**config.mk**
```make
export PLATFORM = sky130hd
export DESIGN_NAME = whf_div
export DESIGN_NICKNAME = d
export VERILOG_FILES = /design/src/rtl/core/whf_pkg.sv /design/src/rtl/core/whf_div.sv
export SDC_FILE = /design/constraint.sdc
export NUM_CORES = 1
export LEC_CHECK = 0
export BUFFER_PORTS_ARGS = -buffer_cell sky130_fd_sc_hd__buf_2
export CAP_MARGIN = 20
export CORE_ASPECT_RATIO = 0.75
export CORE_MARGIN = 3
export CORE_UTILIZATION = 48
export CTS_CLUSTER_DIAMETER = 150
export DETAILED_ROUTE_END_ITERATION = 10
export GPL_TIMING_DRIVEN = 0
export PLACE_DENSITY = 0.69
export REMOVE_ABC_BUFFERS = 1
export SLEW_MARGIN = 20
export SYNTH_ARGS = -nofsm -noshare
export SYNTH_HDL_FRONTEND = slang
export SYNTH_SLANG_ARGS = --single-unit
```
**constraint.sdc**
```tcl
create_clock -name clk_i -period 6.4 [get_ports clk_i]
set_clock_uncertainty 0.05 [all_clocks]
set_input_delay 0.64 -clock clk_i [delete_from_list [all_inputs] [get_ports clk_i]]
set_output_delay 0.64 -clock clk_i [all_outputs]
set_load 0.005 [all_outputs]
```
**src/rtl/core/whf_pkg.sv**
```systemverilog
// ============================================================================
// Weighted histogram fill: shared package
// Field widths, stream packing, register indexes, operation codes and the
// layout of one histogram memory word.
// ============================================================================
package whf_pkg;

  // Default number of bins held in the histogram memory.
  localparam int unsigned MAX_BINS_DEF = 1024;

  // Field widths.
  localparam int unsigned MODE_W      = 2;
  localparam int unsigned VALUE_W     = 32;
  localparam int unsigned WEIGHT_W    = 24;
  localparam int unsigned BIN_OUT_W   = 10;
  localparam int unsigned SUM_W       = 48;
  localparam int unsigned SQ_W        = 63;
  localparam int unsigned BIN_WIDTH_W = 31;
  localparam int unsigned BIN_COUNT_W = 11;
  localparam int unsigned SQ_PROD_W   = 2 * WEIGHT_W;

  // Stream payload widths, padded to whole bytes.
  localparam int unsigned IN_TDATA_W  = 72;
  localparam int unsigned OUT_TDATA_W = 176;

  // Configuration port.
  localparam int unsigned CFG_IDX_W  = 2;
  localparam int unsigned CFG_DATA_W = 32;

  // Reset values of the configuration registers.
  localparam logic [VALUE_W-1:0]     X_LOW_RST     = 32'd0;
  localparam logic [VALUE_W-1:0]     X_HIGH_RST    = 32'd67108864;
  localparam logic [BIN_WIDTH_W-1:0] BIN_WIDTH_RST = 31'd65536;
  localparam logic [BIN_COUNT_W-1:0] BIN_COUNT_RST = 11'd1024;

  // Saturation limits of the weight accumulators.
  localparam logic [SUM_W-1:0] SUM_MAX = {1'b0, {(SUM_W-1){1'b1}}};
  localparam logic [SUM_W-1:0] SUM_MIN = {1'b1, {(SUM_W-1){1'b0}}};

  // Configuration register indexes.
  typedef enum logic [CFG_IDX_W-1:0] {
    REG_X_LOW     = 2'd0,
    REG_X_HIGH    = 2'd1,
    REG_BIN_WIDTH = 2'd2,
    REG_BIN_COUNT = 2'd3
  } whf_reg_e;

  // Operation carried by each input beat.
  typedef enum logic [MODE_W-1:0] {
    MODE_FILL  = 2'd0,
    MODE_READ  = 2'd1,
    MODE_CLEAR = 2'd2,
    MODE_NOP   = 2'd3
  } whf_mode_e;

  // One histogram memory word: weight sum and squared-weight sum of a bin.
  typedef struct packed {
    logic [SQ_W-1:0]         sq;
    logic signed [SUM_W-1:0] sum;
  } whf_entry_t;

endpackage

```
**src/rtl/core/whf_div.sv**
```systemverilog
// ============================================================================
// Weighted histogram fill: radix-2 divider
// Restoring divider that produces one quotient bit a cycle. A zero divisor
// gives an all-ones quotient.
// ============================================================================
module whf_div (
  input  logic                               clk_i,
  input  logic                               rst_ni,
  input  logic                               start_i,
  input  logic [whf_pkg::VALUE_W-1:0]        dividend_i,
  input  logic [whf_pkg::BIN_WIDTH_W-1:0]    divisor_i,
  output logic                               busy_o,
  output logic                               done_o,
  output logic [whf_pkg::VALUE_W-1:0]        quotient_o
);

  localparam int unsigned CNT_W = $clog2(whf_pkg::VALUE_W);

  logic                              busy_q;
  logic                              done_q;
  logic [CNT_W-1:0]                  cnt_q;
  logic [whf_pkg::BIN_WIDTH_W-1:0]   rem_q;
  logic [whf_pkg::BIN_WIDTH_W-1:0]   div_q;
  logic [whf_pkg::VALUE_W-1:0]       quo_q;

  logic [whf_pkg::BIN_WIDTH_W:0]     trial;
  logic [whf_pkg::BIN_WIDTH_W:0]     diff;
  logic                              fits;

  // Shift the next dividend bit into the partial remainder and try a subtract.
  always_comb begin
    trial = {rem_q, quo_q[whf_pkg::VALUE_W-1]};
    diff  = trial - {1'b0, div_q};
    fits  = (trial >= {1'b0, div_q});
  end

  // Iteration state.
  always_ff @(posedge clk_i or negedge rst_ni) begin
    if (!rst_ni) begin
      busy_q <= 1'b0;
      done_q <= 1'b0;
      cnt_q  <= '0;
      rem_q  <= '0;
      div_q  <= '0;
      quo_q  <= '0;
    end else begin
      done_q <= 1'b0;
      if (start_i) begin
        busy_q <= 1'b1;
        cnt_q  <= '0;
        rem_q  <= '0;
        div_q  <= divisor_i;
        quo_q  <= dividend_i;
      end else if (busy_q) begin
        rem_q <= fits ? diff[whf_pkg::BIN_WIDTH_W-1:0] : trial[whf_pkg::BIN_WIDTH_W-1:0];
        quo_q <= {quo_q[whf_pkg::VALUE_W-2:0], fits};
        cnt_q <= cnt_q + 1'b1;
        if (cnt_q == CNT_W'(whf_pkg::VALUE_W - 1)) begin
          busy_q <= 1'b0;
          done_q <= 1'b1;
        end
      end
    end
  end

  assign busy_o     = busy_q;
  assign done_o     = done_q;
  assign quotient_o = quo_q;

endmodule
```
==> results of run 1 <==
==> routing by layer <==
layer	GRT usage (%)	wire length, um	vias up
met3	5.58	888	18
met2	28.6	5860	126
met5	0	13	-
li1	-	-	2664
met1	28.1	7010	2400
met4	3.95	144	2
==> Yosys cell counts (6+ instances only) <==
master                     count
sky130_fd_sc_hd__nand2_1      90
sky130_fd_sc_hd__dfrtp_1     101
sky130_fd_sc_hd__o21ai_0      88
sky130_fd_sc_hd__ha_1         33
sky130_fd_sc_hd__nor2_1       61
sky130_fd_sc_hd__a21o_1        9
sky130_fd_sc_hd__o21a_1        6
sky130_fd_sc_hd__nand3_1      11
sky130_fd_sc_hd__a21oi_1      40
sky130_fd_sc_hd__xor2_1       14
sky130_fd_sc_hd__a211oi_1     25
sky130_fd_sc_hd__inv_1        44
sky130_fd_sc_hd__xnor2_1      11
sky130_fd_sc_hd__clkbuf_1     34
sky130_fd_sc_hd__nor3_1       10
sky130_fd_sc_hd__nand2b_1      8
sky130_fd_sc_hd__mux2i_1      46
==> registers in the layout, indices dropped and copies added, names as in the netlist <==
name and cells:
busy_o 1, div_q 31, cnt_q 5, done_o 1
rem_q 31, quotient_o 32
==> path summary, 6_finish.rpt <==
check                           cells after the start                    endpoint  slack [ns]                        from
worst min register to register                      1        div_q[0]$_DFFE_PN0P_        0.47        div_q[0]$_DFFE_PN0P_
min in group clk_i                                  3  quotient_o[17]$_DFFE_PN0P_        0.44              dividend_i[17]
worst max-delay path                               12       rem_q[12]$_DFFE_PN0P_        2.87  quotient_o[31]$_DFFE_PN0P_
worst min-delay path                                1       div_q[13]$_DFFE_PN0P_        0.10                      rst_ni
max in group asynchronous                           2            busy_o$_DFF_PN0_        5.55                      rst_ni
worst max register to register                     12       rem_q[12]$_DFFE_PN0P_        2.87  quotient_o[31]$_DFFE_PN0P_
==> cell families (layout without fill, tap and decap cells) <==
kind of cell / Yosys count / in the layout / share of synthesized area (%)
AO/OA/AOI/OAI: 212 / 212 / 21.2
XOR/XNOR: 25 / 25 / 3.47
adder cells (fa/ha/maj): 34 / 34 / 6.86
buffers and inverters: 88 / 162 / 6.04
flip-flops: 101 / 101 / 40.0
multiplexers: 48 / 48 / 7.65
AND/OR/NAND/NOR: 209 / 209 / 14.7
==> where the power goes <==
part	leakage, nW	switching, mW	internal, mW	total [mW]
clock	0.143	0.264	0.275	0.539
combinational	2.31	0.736	0.547	1.28
sequential	1.28	0.0810	0.747	0.828
total	3.73	1.08	1.57	2.65
==> cell type report <==
class | count | area [um2] | share of cell area (%)
multi-input combinational | 528 | 3410 | 47.4
sequential | 101 | 2530 | 35.2
timing repair buffer | 102 | 591 | 8.20
clock buffer | 10 | 229 | 3.18
tap | 166 | 208 | 2.88
inverter | 44 | 165 | 2.29
clock inverter | 6 | 62.6 | 0.869
==> critical path, delay by kind of cell (launching register included) <==
family	cells	cell delay (ns)
AO/OA/AOI/OAI	5	1.77
buffers and inverters	2	0.13
adder cells (fa/ha/maj)	2	0.59
AND/OR/NAND/NOR	3	0.43
flip-flops	1	0.42
==> placed cells by master, fill, tap and decap left out, types with 14 or more instances in the layout <==
cell type	netlist	final
sky130_fd_sc_hd__dfrtp_1	101	100
sky130_fd_sc_hd__buf_2	2	97
sky130_fd_sc_hd__nand2_1	90	90
sky130_fd_sc_hd__o21ai_0	88	88
sky130_fd_sc_hd__nor2_1	61	61
sky130_fd_sc_hd__mux2i_1	46	46
sky130_fd_sc_hd__inv_1	44	44
sky130_fd_sc_hd__a21oi_1	40	40
sky130_fd_sc_hd__ha_1	33	33
sky130_fd_sc_hd__a211oi_1	25	25
sky130_fd_sc_hd__xor2_1	14	14
==> results.json, run 1 <==
{
  "drc": 0,
  "total_power_mw": 2.65,
  "outcome": "finished clean",
  "std_cell_rows": 35,
  "fp.dieW_um": 138,
  "first_global_vias": 5061,
  "post-route-period-util_pct": 55.1,
  "netlist_top_cells_area": "sky130_fd_sc_hd__dfrtp_1 40%, sky130_fd_sc_hd__mux2i_1 7.3%, sky130_fd_sc_hd__o21ai_0 7.0%, sky130_fd_sc_hd__ha_1 6.5%, sky130_fd_sc_hd__nand2_1 5.3%",
  "number_of_buffers_created_by_cts": 9,
  "route.detailed.wl_per_inst_um": 14.5,
  "arr_time_crit_path_ns": 3.70,
  "crit_required_ns": 6.58,
  "layout-drive-gt1-share_pct": 17.3,
  "cts_h_tree_lvls": 3,
  "time_the_final_worst_path_needs_with_i_o_delays_and_setup_ns": 3.53,
  "floorplan.die.height_um": 105,
  "wirelength_um": 13900,
  "ctsRootBufferMaster": "sky130_fd_sc_hd__clkbuf_16",
  "critical_path.max_stage_delay_ns": 0.64,
  "nNetsFinal": 886,
  "critical-path-slowest-cell": "sky130_fd_sc_hd__o211a_4",
  "groute.usage.overall_pct": 19.3,
  "netlist-cell-type-count": 64,
  "fmax_mhz": 283,
  "holdWs_ns": 0.104,
  "ctsHoldBuffers": 0,
  "post_layout_nonfiller_instances": 957,
  "fp.dieArea_um2": 14600,
  "timing.critical_path.from_type": "flip-flop",
  "post_synth_instance_area_um2": 6310,
  "ys_warn_count": 0,
  "post-route-util_pct": 57.3,
  "grt_max_degree": 108,
  "timing.final.ws_setup_ns": 2.87,
  "finalWeightedCongestion": 0.893,
  "num_antenna_cells": 0,
  "worst-slew-pin-transition_ns": 0.664,
  "synthesis_stage_register_bit_count": 101,
  "postPlaceCellArea_um2": 6910,
  "place_hpwl_um": 9890,
  "postRouteAntennaNets": 0,
  "max-clock-path-buffers": 2,
  "timing.setup.tns_ns": 0,
  "area_growth_syn_to_layout_pct": 14.0,
  "cts_tree": "built",
  "first_drt_iteration_drcs": 339,
  "synth_ff_type": "sky130_fd_sc_hd__dfrtp_1",
  "drt-pass1-iter-count": 4,
  "cts.reportedPaths.clkPinSlew_ns": 0.08,
  "port-buffer-count": 99,
  "design.portCount": 100,
  "timing.critical_path.cells": "inv_1, ha_1, inv_1, fa_1, a211oi_2, o211ai_2, a311o_2, nor3_1, o211a_4, nor2_1, a211oi_1, nor3_1",
  "power_leakage_nw": 3.73,
  "power-per-cell-area_nw_per_um2": 368,
  "critical_path_peak_fanout": 52,
  "timing.final.hold_violations": 0,
  "avgSynthCellArea_um2": 8.81,
  "max-cap-violations": 0,
  "num-fill-cells": 1153,
  "numPlacedInstances": 941,
  "final_number_of_setup_violating_endpoints": 0,
  "core-area_um2": 12600,
  "worst_slew_margin_rel_pct": 55.7,
  "vias": 5210,
  "synth-seq-area-share_pct": 40.0,
  "syn_inst": 717,
  "yosys.area.top_type": "sky130_fd_sc_hd__dfrtp_1",
  "grt_antenna_before_repair": 1,
  "synth_edf_count": 0,
  "numClockSinks": 101,
  "drt-vias-per-instance": 5.44,
  "post-cts-setup-buffers": 0,
  "grt_setup_unrepaired": "no",
  "globalRoute.totalOverflow": 0,
  "initial_utilization_pct": 50.2,
  "dp_worst_setup_slack_ns": 2.89,
  "final_area_um2": 7200,
  "global_route_wire_length_before_repair_um": 23900,
  "final_max_slew_viol_count": 0,
  "vdd_drop_max_mv": 0.183,
  "synth.top_cell.area_share_pct": 40.0,
  "criticalPathCategory": "reg -> reg",
  "async_reset_ff_share_pct": 100,
  "worstSetupEndpointType": "flip-flop",
  "resized_cells_post_cts": 0,
  "hp-class": "in -> async",
  "worstSkewPairLatency_ns": 0.35
}
(Power assumes the default switching activity.)
==> run 2, diff against run 1 <==
--- a/config.mk
+++ b/config.mk
@@ -5,6 +5,7 @@
 export SDC_FILE = /design/constraint.sdc
 export NUM_CORES = 1
 export LEC_CHECK = 0
+export ABC_AREA = 1
 export BUFFER_PORTS_ARGS = -buffer_cell sky130_fd_sc_hd__buf_2
 export CAP_MARGIN = 20
 export CORE_ASPECT_RATIO = 0.75
==> constraint.sdc (replaced) <==
create_clock -name clk_i -period 3.3 [get_ports clk_i]
set_clock_uncertainty 0.05 [all_clocks]
set_input_delay 0.33 -clock clk_i [delete_from_list [all_inputs] [get_ports clk_i]]
set_output_delay 0.33 -clock clk_i [all_outputs]
set_load 0.005 [all_outputs]
==> run 2 against run 1 <==
Fmax is 17% higher. Die area rose by 10%. Non-clock buffer count grew 2. Flip-flop and latch count unchanged. Critical endpoint is now rem_q[30]$_DFFE_PN0P_.
==> results.json, run 2 <==
{
  "synth_simple_gate_area_share_pct": 35.3,
  "design.portCount": 100,
  "synth_edf_count": 0,
  "timing.critical_path.from_type": "flip-flop",
  "wirelength_um": 17300,
  "critical_path_cell_count": 16,
  "first_drt_iteration_drcs": 445,
  "groute.usage.overall_pct": 22.0,
  "numPlacedInstances": 1299,
  "holdWs_ns": 0.126,
  "num_antenna_cells": 0,
  "synth.most_common_cell": "sky130_fd_sc_hd__nand2_1",
  "synthesis_stage_register_bit_count": 101,
  "vias": 6431,
  "met3_length_um": 1080,
  "synth-seq-area-share_pct": 36.2,
  "finalWeightedCongestion": 0.924,
  "final_max_slew_viol_count": 0,
  "numClockSinks": 101,
  "synth_ff_type": "sky130_fd_sc_hd__dfrtp_1",
  "timing.critical_path.cells": "inv_1, ha_1, inv_1, fa_1, nand2_1, nand2_1, nand3_1, nand2_2, nand2_2, nand3_2, nand2_4, nand2_4, nand2_4, nand2_1, nand2_1, nand2_1",
  "cts.reportedPaths.clkPinSlew_ns": 0.08,
  "std_cell_rows": 37,
  "critical_path.max_stage_delay_ns": 0.47,
  "async_reset_ff_share_pct": 100,
  "route.detailed.wl_per_inst_um": 13.2,
  "ff2ff_setup_slack_ns": 0.29,
  "post-cts-setup-buffers": 0,
  "resized_cells_post_cts": 0,
  "number_of_buffers_created_by_cts": 9,
  "drt-vias-per-instance": 4.89,
  "port-buffer-count": 99,
  "worstSkewPairLatency_ns": 0.35,
  "nNetsFinal": 1216,
  "commonest_cells_post_synth": "402 x sky130_fd_sc_hd__nand2_1, 181 x sky130_fd_sc_hd__inv_1, 101 x sky130_fd_sc_hd__dfrtp_1",
  "floorplan.die.height_um": 110,
  "endpoint_of_the_worst_hold_path": "div_q[0]$_DFFE_PN0P_",
  "sequential_cell_area_um2": 2530,
  "synth.top_cell.area_share_pct": 36.2,
  "largest_reg_flops": 32,
  "main_combinational_cell_family_by_area_after_synthesis": "simple AND/OR/NAND/NOR gates",
  "global_route_wire_length_before_repair_um": 29700,
  "power-per-cell-area_nw_per_um2": 723,
  "min-delay-start": "divisor_i[0]",
  "final_number_of_setup_violating_endpoints": 0,
  "muxShareOfSynthArea_pct": 0,
  "initial_utilization_pct": 50.0,
  "ctsRootBufferMaster": "sky130_fd_sc_hd__clkbuf_16",
  "criticalPathCategory": "reg -> reg",
  "max-cap-violations": 0,
  "num-fill-cells": 1422,
  "worst-slew-pin-transition_ns": 0.905,
  "grt_antenna_before_repair": 0,
  "cts_tree": "built",
  "worst_path_dominant_cell_family": "simple AND/OR/NAND/NOR gates",
  "fp.dieArea_um2": 16100,
  "worst_path_most_repeated_cell": "sky130_fd_sc_hd__nand2_1",
  "fmax_mhz": 333,
  "drt-pass1-iter-count": 7,
  "layout.cells.most_common_list": "402 x sky130_fd_sc_hd__nand2_1, 181 x sky130_fd_sc_hd__inv_1, 101 x sky130_fd_sc_hd__dfrtp_1",
  "post-route-util_pct": 57.1,
  "drc": 0,
  "arithmetic_cell_share_of_the_synthesized_area_counting_full_adders_half_adders_and_majority_gates_pct": 6.20,
  "place_hpwl_um": 13300,
  "crit-reg2reg-launch": "quotient_o[31]$_DFFE_PN0P_",
  "worstSetupEndpointType": "flip-flop",
  "critical-path-slowest-cell": "sky130_fd_sc_hd__fa_1",
  "syn_inst": 1032,
  "arr_time_crit_path_ns": 3.19,
  "yosys.area.top_type": "sky130_fd_sc_hd__dfrtp_1",
  "avgSynthCellArea_um2": 6.77,
  "synth-compound-area-share_pct": 8.56,
  "outcome": "finished clean",
  "post-route-period-util_pct": 91.1,
  "power_leakage_nw": 4.60,
  "grt_setup_unrepaired": "no",
  "drt-met1-wl_um": 8950,
  "synthXorXnorAreaFrac_pct": 1.63,
  "fp.dieW_um": 145,
  "ys_warn_count": 0,
  "reg2reg_to": "rem_q[30]$_DFFE_PN0P_",
  "timing.setup.tns_ns": 0,
  "critical_path.n_buffers_inverters": 2,
  "grt_max_degree": 61,
  "combined_area_of_the_multi_input_logic_cells_um2": 3630,
  "cts_h_tree_lvls": 3,
  "rr_worst_depth": 16,
  "post_synth_instance_area_um2": 6990,
  "commonest_non_fill_non_tap_cell_in_the_layout": "sky130_fd_sc_hd__nand2_1",
  "wl_met2_um": 7160,
  "time_the_final_worst_path_needs_with_i_o_delays_and_setup_ns": 3.01,
  "layout-drive-gt1-share_pct": 14.1,
  "postRouteAntennaNets": 0,
  "first_global_vias": 6062,
  "timing.final.hold_violations": 0,
  "netlist_top_cells_area": "sky130_fd_sc_hd__dfrtp_1 36%, sky130_fd_sc_hd__nand2_1 22%, sky130_fd_sc_hd__inv_1 9.7%, sky130_fd_sc_hd__ha_1 5.9%, sky130_fd_sc_hd__nand3_1 4.9%",
  "critical_path_peak_fanout": 32,
  "vdd_drop_max_mv": 0.302,
  "area_growth_syn_to_layout_pct": 14.3,
  "worstHoldPathCells": 3,
  "worst_slew_margin_rel_pct": 39.6,
  "core-area_um2": 14000,
  "netlist-cell-type-count": 38,
  "max-clock-path-buffers": 2,
  "post_layout_nonfiller_instances": 1315,
  "top_signal_layer_used": "met4",
  "hp-class": "in -> reg",
  "globalRoute.totalOverflow": 0,
  "crit_required_ns": 3.49
}
-- run 2: cell types whose count changed in the layout (fill, tap and decap cells not counted), moves of 12 or more --
cell,previous run,this run
sky130_fd_sc_hd__a211oi_1,25,0
sky130_fd_sc_hd__a21oi_1,40,18
sky130_fd_sc_hd__xor2_1,14,2
sky130_fd_sc_hd__nand3b_1,1,14
sky130_fd_sc_hd__mux2i_1,46,0
sky130_fd_sc_hd__o21ai_0,88,34
sky130_fd_sc_hd__nand2_2,0,16
sky130_fd_sc_hd__nand3_1,11,68
sky130_fd_sc_hd__nand2_1,90,402
sky130_fd_sc_hd__o221ai_1,1,27
sky130_fd_sc_hd__inv_1,44,181
sky130_fd_sc_hd__nor2_1,61,38
-- run 2: how the worst max path moves through the flow --
| stage | from | end | slack [ns] |
|---|---|---|---|
| floorplan | busy_o$_DFF_PN0_ | quotient_o[10]$_DFFE_PN0P_ | 0.37 |
| finish | quotient_o[31]$_DFFE_PN0P_ | rem_q[30]$_DFFE_PN0P_ | 0.29 |
| CTS | quotient_o[31]$_DFFE_PN0P_ | rem_q[18]$_DFFE_PN0P_ | 0.29 |
| detailed placement | quotient_o[31]$_DFFE_PN0P_ | rem_q[18]$_DFFE_PN0P_ | 0.32 |
| global placement | start_i | quotient_o[10]$_DFFE_PN0P_ | -1.99 |
| global route | quotient_o[31]$_DFFE_PN0P_ | rem_q[17]$_DFFE_PN0P_ | 0.002 |
-- run 2: repair_timing --
action / CTS / global route
hold endpoints to repair: 49 / 0
hold buffers: 1 / 0
setup endpoints to repair: 0 / 0
-- run 2: kinds of logic (layout without fill, tap and decap cells) --
kind of cell | after synthesis | after routing
simple gates | 574 | 574
compound gates | 92 | 92
fa+ha+maj | 34 | 34
flops | 101 | 101
xor+xnor | 13 | 13
buf+inv | 218 | 306
-- run 2: per-stage QoR --
stage | worst slack (ns) | power, mW | instance area [um2]
2_1_floorplan | 0.374 | 3.92 | 6840
3_3_place_gp | -1.99 | 4.66 | 7580
3_5_place_dp | 0.321 | 4.70 | 7690
4_1_cts | 0.290 | 5.78 | 7990
5_1_grt | 0.00172 | 6.34 | 7990
6_report | 0.295 | 5.77 | 7990
-- run 2: per-layer routing --
metal	global-route usage [%]	up-vias
met2	32.4	163
li1	-	3370
met3	5.00	16
met4	3.98	0
met1	33.5	2882
met5	0	-
-- run 2: area by class of cell --
class / count / area share (%)
tap: 195 / 3.05
sequential: 101 / 31.6
clock buffer: 9 / 2.82
multi-input combinational: 713 / 45.4
clock inverter: 6 / 0.705
inverter: 187 / 8.79
timing repair buffer: 104 / 7.57
-- run 2: worst min-delay path: stages --
cell,delay [ns]
sky130_fd_sc_hd__buf_2,0.07
sky130_fd_sc_hd__nand2_1,0.04
sky130_fd_sc_hd__nand2_1,0.05
-- run 2: where the power goes --
part	total, mW	internal (mW)	leakage, nW	switching (mW)
sequential	1.62	1.46	1.26	0.155
clock	1.06	0.525	0.136	0.530
combinational	3.10	1.10	3.20	2.01
total	5.77	3.08	4.60	2.69
